--- config.mk ---
export PLATFORM = sky130hd
export DESIGN_NAME = flg_ctrl
export DESIGN_NICKNAME = d
export VERILOG_FILES = /design/src/rtl/flg_pkg.sv /design/src/rtl/flg_ctrl.sv
export SDC_FILE = /design/constraint.sdc
export NUM_CORES = 1
export LEC_CHECK = 0
export BUFFER_PORTS_ARGS = -buffer_cell sky130_fd_sc_hd__buf_2
export CAP_MARGIN = 20
export CORE_AREA = 2 2 39 41
export DETAILED_ROUTE_END_ITERATION = 6
export DIE_AREA = 0 0 41 43
export PLACE_DENSITY_LB_ADDON = 0.12
export SLEW_MARGIN = 20
export SYNTH_ARGS = -nofsm -noshare
export SYNTH_HDL_FRONTEND = slang
export SYNTH_SLANG_ARGS = --single-unit
--- constraint.sdc ---
create_clock -name i_clk -period 1.45 [get_ports i_clk]
set_clock_uncertainty 0.15 [all_clocks]
set_input_delay 0 -clock i_clk [delete_from_list [all_inputs] [get_ports i_clk]]
set_output_delay 0 -clock i_clk [all_outputs]
set_load 0.01 [all_outputs]
--- src/rtl/flg_pkg.sv ---
package flg_pkg;

    localparam int DELAY_LENGTH_DEF    = 480;
    localparam int RATE_HZ_DEF         = 48000;
    localparam int SINE_TABLE_BITS_DEF = 10;

    localparam int Q15_ONE = 32768;
    localparam int SIN_A   = 51472;
    localparam int SIN_B   = 21024;
    localparam int SIN_C   = 2320;

    // register word index, taken from paddr[3:2]
    localparam logic [1:0] REG_PHASE_STEP    = 2'd0;
    localparam logic [1:0] REG_MOD_DEPTH     = 2'd1;
    localparam logic [1:0] REG_FEEDBACK_GAIN = 2'd2;
    localparam logic [1:0] REG_WET_MIX       = 2'd3;

    typedef enum logic [3:0] {
        ST_CLEAR,
        ST_IDLE,
        ST_FB,
        ST_WR,
        ST_X2C,
        ST_T1,
        ST_T2,
        ST_SIN,
        ST_SK,
        ST_DLY,
        ST_MOD,
        ST_RD1,
        ST_RD2,
        ST_INT,
        ST_DEL,
        ST_MIX
    } t_state;

    typedef enum logic [4:0] {
        OP_NONE,
        OP_CLEAR,
        OP_LOAD,
        OP_FB,
        OP_WR,
        OP_X2C,
        OP_T1,
        OP_T2,
        OP_SIN,
        OP_SK,
        OP_DLY,
        OP_MOD,
        OP_RD1,
        OP_RD2,
        OP_INT,
        OP_DEL,
        OP_MIX
    } t_op;

    typedef struct packed {
        t_op  op;
        logic mem_we;
        logic prod_en;
    } t_cmd;

    typedef struct packed {
        logic clr_last;
        logic mod_last;
        logic out_busy;
    } t_stat;

    typedef struct packed {
        logic [30:0]        phase_step;
        logic [15:0]        mod_depth;
        logic signed [15:0] feedback_gain;
        logic [15:0]        wet_mix;
    } t_cfg;

endpackage

--- src/rtl/flg_ctrl.sv ---
module flg_ctrl
    import flg_pkg::*;
(
    input  logic  i_clk,
    input  logic  i_rst_n,
    input  logic  i_in_valid,
    output logic  o_in_ready,
    input  t_stat i_stat,
    output t_cmd  o_cmd
);

    t_state r_state;
    t_state n_state;

    always_ff @(posedge i_clk) begin
        if (!i_rst_n) begin
            r_state <= ST_CLEAR;
        end else begin
            r_state <= n_state;
        end
    end

    always_comb begin
        n_state = r_state;
        unique case (r_state)
            ST_CLEAR: if (i_stat.clr_last) n_state = ST_IDLE;
            ST_IDLE:  if (i_in_valid) n_state = ST_FB;
            ST_FB:    n_state = ST_WR;
            ST_WR:    n_state = ST_X2C;
            ST_X2C:   n_state = ST_T1;
            ST_T1:    n_state = ST_T2;
            ST_T2:    n_state = ST_SIN;
            ST_SIN:   n_state = ST_SK;
            ST_SK:    n_state = ST_DLY;
            ST_DLY:   n_state = ST_MOD;
            ST_MOD:   if (i_stat.mod_last) n_state = ST_RD1;
            ST_RD1:   n_state = ST_RD2;
            ST_RD2:   n_state = ST_INT;
            ST_INT:   n_state = ST_DEL;
            ST_DEL:   n_state = ST_MIX;
            ST_MIX:   if (!i_stat.out_busy) n_state = ST_IDLE;
            default:  n_state = ST_CLEAR;
        endcase
    end

    always_comb begin
        o_in_ready = (r_state == ST_IDLE);
        o_cmd.op   = OP_NONE;
        unique case (r_state)
            ST_CLEAR: o_cmd.op = OP_CLEAR;
            ST_IDLE:  if (i_in_valid) o_cmd.op = OP_LOAD;
            ST_FB:    o_cmd.op = OP_FB;
            ST_WR:    o_cmd.op = OP_WR;
            ST_X2C:   o_cmd.op = OP_X2C;
            ST_T1:    o_cmd.op = OP_T1;
            ST_T2:    o_cmd.op = OP_T2;
            ST_SIN:   o_cmd.op = OP_SIN;
            ST_SK:    o_cmd.op = OP_SK;
            ST_DLY:   o_cmd.op = OP_DLY;
            ST_MOD:   o_cmd.op = OP_MOD;
            ST_RD1:   o_cmd.op = OP_RD1;
            ST_RD2:   o_cmd.op = OP_RD2;
            ST_INT:   o_cmd.op = OP_INT;
            ST_DEL:   o_cmd.op = OP_DEL;
            // hold the result until the output register frees up
            ST_MIX:   if (!i_stat.out_busy) o_cmd.op = OP_MIX;
            default:  o_cmd.op = OP_NONE;
        endcase
        o_cmd.mem_we  = (o_cmd.op == OP_CLEAR) || (o_cmd.op == OP_WR);
        o_cmd.prod_en = (o_cmd.op == OP_FB)  || (o_cmd.op == OP_WR)  ||
                        (o_cmd.op == OP_X2C) || (o_cmd.op == OP_T1)  ||
                        (o_cmd.op == OP_T2)  || (o_cmd.op == OP_SIN) ||
                        (o_cmd.op == OP_SK)  || (o_cmd.op == OP_INT) ||
                        (o_cmd.op == OP_DEL);
    end

endmodule

==> impl_metrics.yaml, run 1 <==
floorplan:
  die_w_microns: 41
  start_util_pct: 23.0
  row_count: 14
  die_area_sq_um: 1760
  core_sq_um: 1380
  pin_count: 14
  die_h_microns: 43
status:
  status: "completed"
synthesis:
  async_flop_share_pct: 0
  synth_area_sq_um: 318
  ys_top_cells_by_count: "dfxtp_1 (4), nor3_1 (4), nand2_1 (3)"
  synth_edf_count: 0
  synth-seq-cells: 4
  synthesis.nets: 46
  yosysSeqAreaShare_pct: 25.2
  synth_cell_types: 26
  syn_inst: 40
  syn_area_per_cell_sq_um: 7.95
  synth_top_area_cell: "dfxtp_1"
  ys.flop_type: "dfxtp_1"
  synth_area_leaders: "dfxtp_1 (25%), nor3_1 (6.3%), xor2_1 (5.5%)"
  synth.top_cell.area_share_pct: 25.2
  yosysWarnings: 0
setup_path:
  crit_type: "reg -> out"
  end_kind: "output pin"
  critPathMaxFanout: 13
  crit_path_start_kind: "register"
  required_ps: 1300
  arrival_ps: 1170
sta:
  clock.fmax_mhz: 760
  maxSlewViolCount: 0
  rsz0062_at_grt: "no"
  fin_crit_ps: 1320
  setup_viol: 0
  maxSlewHeadroom_pct: 84.9
  setup_ws_ps: 134
  hold_viol_final: 0
  tns_ps: 0
  period_share_pct: 90.8
  worst_pin_slew_ps: 225
power:
  p_int_mw: 0.279
  p_leak_nw: 0.202
  pwr-share-comb_pct: 30.3
  p_total_mw: 0.416
  peakVddDrop_mv: 0.523
  power-per-cell-area_nw_per_um2: 937
  switching_share_pct: 33.0
  seq_power_share_pct: 34.9
  p_switching_mw: 0.138
  clockPowerShare_pct: 34.8
routing:
  via_per_inst: 4.63
  route.detailed.drc: 0
  drt_pass1_iterations: 2
  drt_iter0_drc: 6
  ant_nets: 0
  vias: 338
  drt-total-wl_microns: 801
  wl_per_cell_microns: 11.0
place:
  place.gp.congestion: 0.701
  place_ws_ps: 90.5
  placedCellCount: 68
  portBuffers: 13
  dpl.hpwl_microns: 551
global_route:
  antenna_found_initial: 0
  grt_pass1_vias: 304
  grtUsageTotal_pct: 10.5
  grt_pass1_wl_mm: 1.25
  grt_start_max_net_pins: 14
  grt_overflow: 0
cts:
  cts_tree: "done"
  cts-buffers-inserted: 3
  h-tree-depth: 1
  cts.sinks: 4
  cts_max_path_buffers: 2
  clock_latency_ps: 240
  clkSlewWorstSetupHoldPaths_ps: 40
  root_buffer: "clkbuf_4"
final_layout:
  largest_register_ffs: 4
  final_cells: 73
  antenna_cells: 0
  regMostFlops: "r_state"
  area_growth_pct: 39.8
  drive_gt1_share_pct: 43.9
  fin_nets: 65
  top_regs: "r_state: 4 flops"
flow_run:
  drv_cap: 0
worst_hold_path:
  hp-class: "in -> reg"
[metrics by stage]
stage               util, %  hold WS (ps)  cell area [sq um]
global route           32.1          97.8                444
detailed placement     28.5           123                394
global placement       28.5           122                394
CTS                    31.6          41.0                438
floorplan                 -          -113                318
finish                 32.1          45.1                444
[layout make-up]
class	instances	area (sq um)
Clock buffer	3	22.5
Fill cell	158	940
Inverter	2	7.51
Multi-Input combinational cell	30	199
Sequential cell	4	87.6
Tap cell	16	20.0
Timing Repair Buffer	18	108
[worst max-delay path: stages (launching register included)]
cell     delay, ps
dfxtp_4        410
and2_1         220
xor2_1         150
buf_2          140
[power by group through the flow]
stage | Combinational, mW | Clock (mW) | Sequential (mW)
3_3_place_gp | 0.123 | 0 | 0.145
4_1_cts | 0.126 | 0.149 | 0.144
3_5_place_dp | 0.122 | 0 | 0.145
6_report | 0.126 | 0.145 | 0.145
2_1_floorplan | 0.101 | 0 | 0.127
5_1_grt | 0.143 | 0.158 | 0.149
[kinds of logic (layout without fill, tap and decap cells)]
group	Yosys count	in the layout	synth area share, %
xor gates and xnor gates	3	3	8.27
and+or+nand+nor	15	15	28.0
AOI/OAI and AO/OA	12	12	26.4
DFF	4	4	25.2
buffers and inverters	6	23	12.2
[cells in the final DEF, fill, tap and decap left out, drive strengths merged]
| cell | netlist | routed |
|---|---|---|
| nand3 | 2 | 2 |
| nor4 | 1 | 1 |
| o311a | 1 | 1 |
| xnor2 | 1 | 1 |
| o21ai | 3 | 3 |
| nand2 | 3 | 3 |
| xor2 | 2 | 2 |
| clkbuf | 0 | 3 |
| inv | 2 | 2 |
| o2bb2ai | 1 | 1 |
| dfxtp | 4 | 4 |
| a31oi | 2 | 2 |
| o21ba | 1 | 1 |
| nand2b | 1 | 1 |
| o211ai | 1 | 1 |
| and2 | 1 | 1 |
| nor2 | 1 | 1 |
| nor3b | 2 | 2 |
| buf | 4 | 16 |
| a311o | 1 | 1 |
| a21oi | 2 | 2 |
| dlygate4sd3 | 0 | 2 |
| nor3 | 4 | 4 |
[path summary, 6_finish.rpt]
| path | start | to | slack [ps] | cells after the start |
|---|---|---|---|---|
| worst max-delay path | r_state[1] | o_cmd[4] | 130 | 3 |
| worst max register to register | r_state[3] | r_state[0] | 230 | 3 |
| worst min register to register | r_state[0] | r_state[1] | 370 | 1 |
| worst min-delay path | i_stat[2] | r_state[0] | 50 | 4 |
[layer usage]
| metal | share of wire, % | up-vias | global-route usage [%] | wire (microns) |
|---|---|---|---|---|
| met1 | 50 | 147 | 13.2 | 397 |
| met3 | 5.7 | 0 | 3.14 | 46 |
| met4 | 0 | 0 | 6.00 | 0 |
| li1 | - | 180 | - | - |
| met5 | 0 | - | 0 | 0 |
| met2 | 45 | 11 | 15.3 | 357 |
[timing repair]
action | CTS | global route
hold buffers | 2 | 0
buffers inserted | 0 | 0
endpoints found under the hold margin | 4 | 0
gates resized for setup | 1 | 4
endpoints found under the setup margin | 3 | 4
No activity file was read; power rests on OpenSTA's default activity.
==> run 2: changes to the inputs <==
--- a/config.mk
+++ b/config.mk
@@ -11,6 +11,7 @@
 export DETAILED_ROUTE_END_ITERATION = 6
 export DIE_AREA = 0 0 41 43
 export PLACE_DENSITY_LB_ADDON = 0.12
+export RECOVER_POWER = 50
 export SLEW_MARGIN = 20
 export SYNTH_ARGS = -nofsm -noshare
 export SYNTH_HDL_FRONTEND = slang
==> constraint.sdc (replaced) <==
create_clock -name i_clk -period 1.1 [get_ports i_clk]
set_clock_uncertainty 0.15 [all_clocks]
set_input_delay 0 -clock i_clk [delete_from_list [all_inputs] [get_ports i_clk]]
set_output_delay 0 -clock i_clk [all_outputs]
set_load 0.01 [all_outputs]
==> impl_metrics.yaml, run 2 (synthesis results as in run 1) <==
final_layout:
  fin_nets: 77
  regMostFlops: "r_state"
  drive_gt1_share_pct: 73.9
  final_common_cell: "buf_2"
  antenna_cells: 0
  top_regs: "r_state: 4 flops"
  largest_register_ffs: 4
  area_growth_pct: 108
  mostFrequentLayoutCells: "buf_2 (13), buf_4 (10), clkbuf_4 (3), buf_6 (3), dfxtp_4 (3)"
sta:
  setup_ws_ps: -200
  rsz0062_at_grt: "yes"
  maxSlewViolCount: 0
  clock.fmax_mhz: 769
  fin_crit_ps: 1300
  setup_viol: 10
  hold_viol_final: 0
  hold-worst-slack_ps: 62.6
  period_share_pct: 118
  maxSlewHeadroom_pct: 86.7
  worst_pin_slew_ps: 197
routing:
  drt_pass1_iterations: 1
  ant_nets: 0
  wl_per_cell_microns: 12.1
  route.detailed.drc: 0
  drt_iter0_drc: 0
  drt-total-wl_mm: 1.03
  via_per_inst: 4.62
  vias: 393
setup_path:
  arrival_ps: 1150
  crit_path_start_kind: "register"
  required_ps: 950
  cp_cell_sequence: "buf_12 > xor2_2 > nor3_1 > buf_2"
  critPathMaxFanout: 6
  crit_type: "reg -> out"
  end_kind: "output pin"
  cp_slowest_cell: "dfxtp_4"
  path_delay_family: "flip-flops"
  cp.buffers_inverters: 2
  cpPeakStageDelay_ps: 360
power:
  switching_share_pct: 32.3
  pwr-share-comb_pct: 45.9
  peakVddDrop_mv: 0.694
  p_leak_nw: 0.303
  p_int_mw: 0.460
  power-per-cell-area_nw_per_um2: 1030
  clockPowerShare_pct: 26.5
  seq_power_share_pct: 27.6
  p_switching_mw: 0.220
cts:
  clkSlewWorstSetupHoldPaths_ps: 40
  cts_tree: "done"
  root_buffer: "clkbuf_4"
  cts-buffers-inserted: 3
  clock_latency_ps: 230
  cts.sinks: 4
  h-tree-depth: 1
  cts_max_path_buffers: 2
floorplan:
  start_util_pct: 23.0
  die_w_microns: 41
  core_sq_um: 1380
  die_h_microns: 43
  die_area_sq_um: 1760
  pin_count: 14
  row_count: 14
status:
  status: "finished with violations"
  violations: "setup timing"
global_route:
  grt_start_max_net_pins: 9
  grt_overflow: 0
  grt_pass1_wl_mm: 1.68
  grtUsageTotal_pct: 14.5
  antenna_found_initial: 0
  grt_pass1_vias: 374
place:
  place.gp.congestion: 0.604
  place_ws_ps: -289
  portBuffers: 13
  dpl.hpwl_microns: 619
worst_hold_path:
  hp-class: "in -> reg"
flow_run:
  drv_cap: 0
-- run 2: power groups by stage --
stage	Sequential [mW]	Combinational (mW)	Clock [mW]
final	0.187	0.312	0.180
after global routing	0.190	0.339	0.196
after CTS	0.188	0.293	0.190
after detailed placement	0.196	0.216	0
after global placement	0.196	0.216	0
after floorplan	0.171	0.144	0
-- run 2: worst paths after layout --
| kind | from | end | slack (ps) | cells past startpoint |
|---|---|---|---|---|
| worst max-delay path | r_state[1] | o_cmd[1] | -200 | 4 |
| worst min-delay path | i_stat[2] | r_state[0] | 60 | 4 |
| worst max register to register | r_state[1] | r_state[0] | -160 | 4 |
| worst min register to register | r_state[1] | r_state[2] | 510 | 2 |
-- run 2: stage by stage --
step	TNS, ps	total power [mW]	cell area, sq um	std cells	utilization (%)
after global routing	-1940	0.726	662	85	47.8
after detailed placement	-1040	0.412	468	72	33.8
final	-1370	0.680	662	85	47.8
after floorplan	-50.7	0.315	344	40	-
after global placement	-1080	0.412	468	72	33.8
after CTS	-1410	0.672	632	85	45.7
-- run 2: timing repair --
| item | 4_1_cts | 5_1_grt |
|---|---|---|
| resized for setup | 17 | 5 |
| pin swaps | 8 | 0 |
| setup buffers | 8 | 0 |
| endpoints found under the hold margin | 4 | 0 |
| hold buffers | 2 | 0 |
| endpoints found under the setup margin | 12 | 11 |
-- run 2: cell type report --
| cell class | count | area (sq um) |
|---|---|---|
| Clock buffer | 3 | 22.5 |
| Fill cell | 140 | 722 |
| Inverter | 2 | 10.0 |
| Multi-Input combinational cell | 30 | 283 |
| Sequential cell | 4 | 92.6 |
| Tap cell | 16 | 20.0 |
| Timing Repair Buffer | 30 | 234 |
-- run 2: layer usage --
layer	share of wire [%]	vias to the layer above	track usage [%]
li1	-	206	-
met1	43	176	17.4
met2	52	11	22.5
met3	5.3	0	4.71
met4	0	0	6.00
met5	0	-	0
-- run 2: tightest hold or removal path: cells and delay by family --
family | cells | cell delay, ps
AO/OA/AOI/OAI | 2 | 300
buffers and inverters | 1 | 80
AND/OR/NAND/NOR | 1 | 30
